==> src/design/svmdc_pkg.sv <==
// ----------------------------------------------------------------------------
// svmdc_pkg
// Shared constants for the SVPWM duty generator with zero-sequence injection.
// ----------------------------------------------------------------------------
`default_nettype none

package svmdc_pkg;

  localparam int unsigned SAMPLE_BITS_DEF = 16;

  // Intermediate duty unit is 2^-49.
  localparam int unsigned UNIT_SHIFT = 49;
  localparam int unsigned DW         = 52;          // stage duty width
  localparam int unsigned SW         = DW + 1;      // shifted duty width

  localparam logic [31:0] INV_SQRT3_Q32  = 32'd2479700525;
  localparam logic [31:0] SQRT3_DIV2_Q32 = 32'd3719550787;

  localparam logic signed [DW-1:0]   HALF_U = DW'(64'sd1 <<< (UNIT_SHIFT - 1));
  localparam logic signed [DW+1:0]   ONE_U  = (DW+2)'(64'sd1 <<< UNIT_SHIFT);

  localparam int unsigned DATA_W = 16;
  localparam int unsigned ADDR_W = 3;

  // Strategy codes
  localparam logic [1:0] STRAT_SIN = 2'd0;
  localparam logic [1:0] STRAT_TB  = 2'd1;
  localparam logic [1:0] STRAT_MID = 2'd2;

  // Register word index
  localparam logic REG_STRATEGY = 1'b0;

endpackage

`default_nettype wire

==> src/design/svm_duty_cycle_zero_sequence.sv <==
// Throughput: one request per cycle; a stalled output holds the pipeline in place.
// Stages: multiply, phase sums, min/max, zero-sequence shift, round and saturate.
// Reset: asynchronous active low; clears the stage valid bits and the strategy to
// sinusoidal. No clearing pass.
// ----------------------------------------------------------------------------
// svm_duty_cycle_zero_sequence
// Inverse Clarke to three phase duties with min/max zero-sequence injection.
// ----------------------------------------------------------------------------
`default_nettype none

module svm_duty_cycle_zero_sequence #(
  parameter int unsigned SAMPLE_BITS = svmdc_pkg::SAMPLE_BITS_DEF
) (
  input  wire logic                          clk_i,
  input  wire logic                          rst_ni,
  // APB
  input  wire logic                          psel,
  input  wire logic                          penable,
  input  wire logic                          pwrite,
  input  wire logic [svmdc_pkg::ADDR_W-1:0]  paddr,
  input  wire logic [31:0]                   pwdata,
  output logic      [31:0]                   prdata,
  output logic                               pready,
  // input stream
  input  wire logic                          s_axis_tvalid,
  output logic                               s_axis_tready,
  input  wire logic [31:0]                   s_axis_tdata,  // v_alpha, v_beta
  // output stream
  output logic                               m_axis_tvalid,
  input  wire logic                          m_axis_tready,
  output logic      [63:0]                   m_axis_tdata   // duty_a, duty_b, duty_c,
                                                            // max_amplitude
);

  localparam int unsigned DW    = svmdc_pkg::DW;
  localparam int unsigned SW    = svmdc_pkg::SW;
  localparam int unsigned OW    = svmdc_pkg::DATA_W;
  localparam int unsigned SHIFT = svmdc_pkg::UNIT_SHIFT - SAMPLE_BITS;
  localparam logic [SW-1:0] RND = SW'(64'd1 << (SHIFT - 1));
  localparam logic [SW-1:0] FS  = SW'((64'd1 << SAMPLE_BITS) - 64'd1);
  localparam logic [63:0] AMP_RAW =
      (({32'd0, svmdc_pkg::SQRT3_DIV2_Q32} << 1) + (64'd1 << (32 - SAMPLE_BITS)))
      >> (33 - SAMPLE_BITS);
  localparam logic [63:0] FS64    = (64'd1 << SAMPLE_BITS) - 64'd1;
  localparam logic [OW-1:0] AMP_SIN  = (AMP_RAW > FS64) ? FS64[OW-1:0] : AMP_RAW[OW-1:0];
  localparam logic [OW-1:0] AMP_CLMP = FS64[OW-1:0];

  // --------------------------------------------------------------------------
  // Configuration
  // --------------------------------------------------------------------------
  logic [1:0] strategy_q, strategy_d;
  logic       cfg_wr;
  logic       addr_hit;

  assign pready   = 1'b1;
  assign addr_hit = (paddr[2] == svmdc_pkg::REG_STRATEGY);
  assign cfg_wr   = psel && penable && pwrite && pready && addr_hit;

  always_comb begin
    strategy_d = strategy_q;
    if (cfg_wr) begin
      strategy_d = pwdata[1:0];
    end
  end

  always_ff @(posedge clk_i or negedge rst_ni) begin
    if (!rst_ni) begin
      strategy_q <= svmdc_pkg::STRAT_SIN;
    end else begin
      strategy_q <= strategy_d;
    end
  end

  assign prdata = addr_hit ? {30'd0, strategy_q} : 32'd0;

  // --------------------------------------------------------------------------
  // Pipeline control
  // --------------------------------------------------------------------------
  logic [5:1] v_q, v_d;
  logic [6:1] rdy;

  always_comb begin
    rdy[6] = m_axis_tready;
    for (int k = 5; k >= 1; k--) begin
      rdy[k] = !v_q[k] || rdy[k+1];
    end
    v_d[1] = rdy[1] ? s_axis_tvalid : v_q[1];
    for (int k = 2; k <= 5; k++) begin
      v_d[k] = rdy[k] ? v_q[k-1] : v_q[k];
    end
  end

  always_ff @(posedge clk_i or negedge rst_ni) begin
    if (!rst_ni) begin
      v_q <= '0;
    end else begin
      v_q <= v_d;
    end
  end

  assign s_axis_tready = rdy[1];
  assign m_axis_tvalid = v_q[5];

  // --------------------------------------------------------------------------
  // Stage 1: alpha / sqrt3
  // --------------------------------------------------------------------------
  logic signed [48:0] ak_q, ak_d;
  logic signed [15:0] vb_q;

  assign ak_d = $signed(s_axis_tdata[15:0]) * $signed({1'b0, svmdc_pkg::INV_SQRT3_Q32});

  always_ff @(posedge clk_i) begin
    if (rdy[1]) begin
      ak_q <= ak_d;
      vb_q <= $signed(s_axis_tdata[31:16]);
    end
  end

  // --------------------------------------------------------------------------
  // Stage 2: phase duties
  // --------------------------------------------------------------------------
  logic signed [DW-1:0] ak_x, bt_x;
  logic signed [DW-1:0] d2_d [3];
  logic signed [DW-1:0] d2_q [3];

  always_comb begin
    ak_x     = DW'(ak_q);
    bt_x     = DW'(vb_q) <<< 33;
    d2_d[0]  = (ak_x <<< 2) + svmdc_pkg::HALF_U;
    d2_d[1]  = -(ak_x <<< 1) + bt_x + svmdc_pkg::HALF_U;
    d2_d[2]  = -(ak_x <<< 1) - bt_x + svmdc_pkg::HALF_U;
  end

  always_ff @(posedge clk_i) begin
    if (rdy[2]) begin
      d2_q <= d2_d;
    end
  end

  // --------------------------------------------------------------------------
  // Stage 3: min / max
  // --------------------------------------------------------------------------
  logic signed [DW-1:0] mn_d, mx_d, mn_q, mx_q;
  logic signed [DW-1:0] d3_q [3];

  always_comb begin
    mn_d = d2_q[0];
    mx_d = d2_q[0];
    for (int i = 1; i < 3; i++) begin
      if (d2_q[i] < mn_d) begin
        mn_d = d2_q[i];
      end
      if (d2_q[i] > mx_d) begin
        mx_d = d2_q[i];
      end
    end
  end

  always_ff @(posedge clk_i) begin
    if (rdy[3]) begin
      d3_q <= d2_q;
      mn_q <= mn_d;
      mx_q <= mx_d;
    end
  end

  // --------------------------------------------------------------------------
  // Stage 4: zero-sequence shift
  // --------------------------------------------------------------------------
  logic signed [DW+1:0] top, mn_w, mx_w, mid;
  logic signed [SW-1:0] sh_d, sh_q;
  logic signed [DW-1:0] d4_q [3];

  always_comb begin
    mn_w = (DW+2)'(mn_q);
    mx_w = (DW+2)'(mx_q);
    top  = svmdc_pkg::ONE_U - mx_w;
    mid  = (svmdc_pkg::ONE_U - mn_w - mx_w) >>> 1;   // always even, exact
    case (strategy_q)
      svmdc_pkg::STRAT_TB: begin
        sh_d = (top < mn_w) ? SW'(top) : SW'(-mn_w);
      end
      svmdc_pkg::STRAT_MID: begin
        sh_d = SW'(mid);
      end
      default: begin
        sh_d = '0;
      end
    endcase
  end

  always_ff @(posedge clk_i) begin
    if (rdy[4]) begin
      d4_q <= d3_q;
      sh_q <= sh_d;
    end
  end

  // --------------------------------------------------------------------------
  // Stage 5: shift, round, saturate
  // --------------------------------------------------------------------------
  function automatic logic [OW-1:0] to_out(input logic signed [DW-1:0] d,
                                           input logic signed [SW-1:0] sh);
    logic signed [SW-1:0] sum;
    logic        [SW-1:0] r;
    sum = SW'(d) + sh;
    r   = (SW'(sum) + RND) >> SHIFT;
    if (sum <= 0) begin
      return '0;
    end else if (r > FS) begin
      return FS[OW-1:0];
    end
    return r[OW-1:0];
  endfunction

  logic [OW-1:0] duty_a_q, duty_b_q, duty_c_q, amp_q, amp_d;

  assign amp_d = (strategy_q == svmdc_pkg::STRAT_TB || strategy_q == svmdc_pkg::STRAT_MID)
               ? AMP_CLMP : AMP_SIN;

  always_ff @(posedge clk_i) begin
    if (rdy[5]) begin
      duty_a_q <= to_out(d4_q[0], sh_q);
      duty_b_q <= to_out(d4_q[1], sh_q);
      duty_c_q <= to_out(d4_q[2], sh_q);
      amp_q    <= amp_d;
    end
  end

  assign m_axis_tdata = {amp_q, duty_c_q, duty_b_q, duty_a_q};

`ifndef SYNTHESIS
  logic signed [DW+1:0] d3_sum;
  assign d3_sum = (DW+2)'(d3_q[0]) + (DW+2)'(d3_q[1]) + (DW+2)'(d3_q[2]);

  a_phase_sum: assert property (@(posedge clk_i) disable iff (!rst_ni)
    v_q[3] |-> d3_sum == 3 * (DW+2)'(svmdc_pkg::HALF_U))
    else $error("phase duties do not sum to three halves");

  a_minmax: assert property (@(posedge clk_i) disable iff (!rst_ni)
    v_q[3] |-> (mn_q <= mx_q) && (mn_q <= d3_q[1]) && (mx_q >= d3_q[2]))
    else $error("min/max out of order");

  a_amp_sin: assert property (@(posedge clk_i) disable iff (!rst_ni)
    (m_axis_tvalid && strategy_q == svmdc_pkg::STRAT_SIN) |-> amp_q == AMP_SIN)
    else $error("sinusoidal amplitude wrong");

  a_amp_clamp: assert property (@(posedge clk_i) disable iff (!rst_ni)
    (m_axis_tvalid && (strategy_q == svmdc_pkg::STRAT_TB ||
                       strategy_q == svmdc_pkg::STRAT_MID)) |-> amp_q == AMP_CLMP)
    else $error("clamp amplitude wrong");

  a_stall_hold: assert property (@(posedge clk_i) disable iff (!rst_ni)
    (v_q[4] && !rdy[4]) |=> (v_q[4] && $stable(sh_q)))
    else $error("stage four lost data under stall");
`endif

endmodule

`default_nettype wire

==> config.mk <==
export PLATFORM = sky130hd
export DESIGN_NAME = svm_duty_cycle_zero_sequence
export DESIGN_NICKNAME = d
export VERILOG_FILES = /design/src/design/svmdc_pkg.sv /design/src/design/svm_duty_cycle_zero_sequence.sv
export SDC_FILE = /design/constraint.sdc
export NUM_CORES = 2
export LEC_CHECK = 0
export BUFFER_PORTS_ARGS = -buffer_cell sky130_fd_sc_hd__buf_2
export CAP_MARGIN = 20
export CORE_MARGIN = 2
export CORE_UTILIZATION = 50
export CTS_CLUSTER_SIZE = 8
export DETAILED_ROUTE_END_ITERATION = 8
export HOLD_SLACK_MARGIN = 0.1
export PLACE_DENSITY = 0.7
export SLEW_MARGIN = 20
export SYNTH_ARGS = -nofsm -noshare
export SYNTH_HDL_FRONTEND = slang
export SYNTH_SLANG_ARGS = --single-unit
==> constraint.sdc <==
create_clock -name clk_i -period 10.11 [get_ports clk_i]
set_input_delay 0 -clock clk_i [delete_from_list [all_inputs] [get_ports clk_i]]
set_output_delay 0 -clock clk_i [all_outputs]
set_load 0.02 [all_outputs]
==> metrics <==
status finished with violations; failing checks design-rule violations; fillers around 10000; asr flop ratio synth less than 1%; post-DR vias/cell between 5 and 6; #FFs+latches synth 723; DR top layer met4; EDFF count, synth 716; Setup crit start kind flip-flop; CTS tree built; clock latency on the worst-skew pair 0.68 ns; fin crit share 81.7%; Syn. warnings 0; R2R cell count 26; TritonRoute pass-1 iters 9; HPWL Detailed 134000 microns; Achievable Freq 121 MHz; Critical Path AT between 8 and 9 ns; Max clock buf depth 3; root buf cell clkbuf_16; Max-cap violations 0; crit path time final 8.26 ns; slew of the pin with the lowest slew margin 1.14 ns; relative slew slack 21.5%; Iter 0 DRT Violations 3992; Synth Area in Simple Gates roughly 11%; gr ovfl total 0; layout cells sized above 1 under 10%; fin util 55.0%; origin of the worst min-delay path s_axis_tdata[15]; Synth Area in Adders 21.9%; Met1 Wirelength 72400 microns; number of global-route vias before repair roughly 44000; Synth-to-Final Area Change 8.86%; worst hold path class primary input to flip-flop; Mapped Cells 5908; H-tree depth 3; CP delay by family, top compound AO/OA/AOI/OAI gates; Die Area 122000 sq um; Netlist Area Pre-Place 59800 sq um; worst hold stages 4; CTS sink count 723; Inserted Clock Buffers 101; pin count of the biggest net entering global routing 158; Post-CTS Hold Buffers 46; first-pass GRT wire length 250000 microns; GPL Wtd Cong 0.947; Critical path buffers and inverters 2; xor/xnor share of the synthesized area 6.57%; initial core utilization 50.5%; detailed-route via count roughly 45000; Register Area 21700 sq um; Ports 173; crit path capture type flip-flop; final setup fails 0; DR WL met2 75100 microns; max-slew violations 0; initial antenna violation count 13; R2R setup slack around 1.8 ns; Crit Path Category flip-flop to flip-flop; slowest stage cell on the critical path mux2i_1; TNS Setup 0 ns; # resized after CTS 0; die height roughly 350 microns; Worst-path clk slew 0.05 ns; r2r startpoint d2_q[53]; die width 350 microns; syn avg cell area between 10 and 15 sq um; Avg WL per Cell between 20 and 25 microns; Synth Flop Type edfxtp_1; worst-path maximum fanout 60; Critical Path RT 10.62 ns; post-route ant nets 0; mux cell area share after synthesis 2.81%; unrepaired setup endpoints after global routing no; Reg2Reg Capture Point mx_q[48]; met3 WL 8670 microns; Worst Hold Path EP ak_q[48]; Core ar. around 120000 sq um; final routed DRC violation total 1; area of the multi-input gates 34900 sq um; final wirelength 164000 microns; nets@finish 7068; Synth Area in Compound Gates 15.5%; row cnt 126; final hold vios 0; register area share after synthesis a little over a third; Total GRT Usage 26.6%; Layout Skew about 0.035 ns; Setup Fix Bufs, Post-CTS 0; largest family of logic cells by synthesized area adder cells; distinct cell type count after synthesis 106; Port Buffers 99; max incr delay on CP 0.89 ns
[layout by cell type, fill, tap and decap left out, types with 52 or more instances in the layout]
master | Yosys | final
edfxtp_1 | 716 | 716
xnor2_1 | 329 | 329
nand2_1 | 274 | 272
inv_1 | 666 | 665
buf_2 | 9 | 99
nand4_1 | 120 | 120
a211oi_1 | 76 | 76
mux2i_1 | 160 | 159
o21a_1 | 66 | 66
a21o_1 | 213 | 211
ha_1 | 775 | 775
nand3_1 | 109 | 108
nor3_1 | 134 | 134
nor2_1 | 334 | 334
xor2_1 | 119 | 119
o21bai_1 | 52 | 52
o21ai_0 | 217 | 217
a21oi_1 | 496 | 496
fa_1 | 169 | 169
clkbuf_16 | 0 | 103
o22ai_1 | 57 | 56
[sequential cells by signal, indices dropped and copies added, names as in the netlist]
signal and cells:
duty_a_q 16, strategy_q 2, mx_q 51, mn_q 51, vb_q 16, sh_q 53, d2_q 149, ak_q 49
v_q 5, d3_q 149, duty_c_q 16, amp_q 1, duty_b_q 16, d4_q 149
[layout make-up]
type | count | area share (%)
diodes | 2 | 0.00769
clock buffers | 116 | 4.04
clock inverters | 7 | 0.167
inverters | 666 | 3.84
multi-input cells | 4379 | 53.7
flip-flops and latches | 723 | 33.3
well taps | 1536 | 2.95
repair buffers | 179 | 1.96
[per-stage QoR]
step                      instances  area, sq um  hold WS, ns  setup WS (ns)
after global placement         7436        61800       -0.164           1.89
after floorplan                5947        59900       -0.296           1.26
final                          7608        65000        0.150           1.85
after detailed placement       7436        61800       -0.157           1.84
after global routing           7606        65000        0.215           1.56
after CTS                      7605        65000        0.138           1.76
[routing by layer]
metal / vias up / global-route usage (%)
met5: - / 0
met4: 0 / 11.8
met3: 320 / 2.16
met2: 1397 / 43.7
met1: 21400 / 36.1
li1: 21700 / -
[cell usage after synthesis, drive strengths merged (13+ instances only)]
master | count | area [sq um]
and2 | 24 | 150
nand4 | 120 | 751
a21oi | 497 | 2490
nor4 | 45 | 294
nand2 | 274 | 1030
a31o | 13 | 114
o211ai | 37 | 297
xor2 | 119 | 1040
o31ai | 25 | 193
nor3 | 134 | 671
o22ai | 57 | 357
or3 | 39 | 249
a31oi | 35 | 219
buf | 68 | 462
and3 | 42 | 264
fa | 169 | 3380
ha | 775 | 9700
a2111oi | 13 | 151
o21a | 67 | 504
a21o | 213 | 1600
clkbuf | 111 | 417
nor2 | 334 | 1250
nand2b | 51 | 334
inv | 666 | 2500
a211oi | 78 | 596
nor2b | 51 | 319
o21ai | 223 | 1120
o21bai | 52 | 390
xnor2 | 329 | 2880
a211o | 19 | 166
nand3 | 110 | 556
edfxtp | 716 | 21500
a21boi | 18 | 139
or2 | 27 | 169
mux2i | 160 | 1600
or4 | 25 | 193
[worst max-delay path by stage]
stage | end | cells past startpoint | startpoint
finish | mx_q[48] | 26 | d2_q[53]
global route | mx_q[34] | 26 | d2_q[53]
CTS | mx_q[30] | 26 | d2_q[53]
detailed placement | mx_q[30] | 26 | d2_q[53]
global placement | mx_q[51] | 25 | d2_q[53]
floorplan | d3_q[100] | 2 | v_q[5]
[cells by family after synthesis]
group                      Yosys count
DFF                                723
other                                2
and+or+nand+nor                   1329
buffers and inverters              845
muxes                              167
xor gates and xnor gates           448
AOI/OAI and AO/OA                 1450
adders and majority gates          944
[tightest hold or removal path: cells and delay by family]
| family | cells | cell delay (ns) |
|---|---|---|
| adders and majority gates | 1 | 0.21 |
| xor gates and xnor gates | 2 | 0.27 |
| buffers and inverters | 1 | 0.23 |
Power is not shown: default switching activity piles up to over one toggle a cycle in this logic, so the estimate is an artifact.
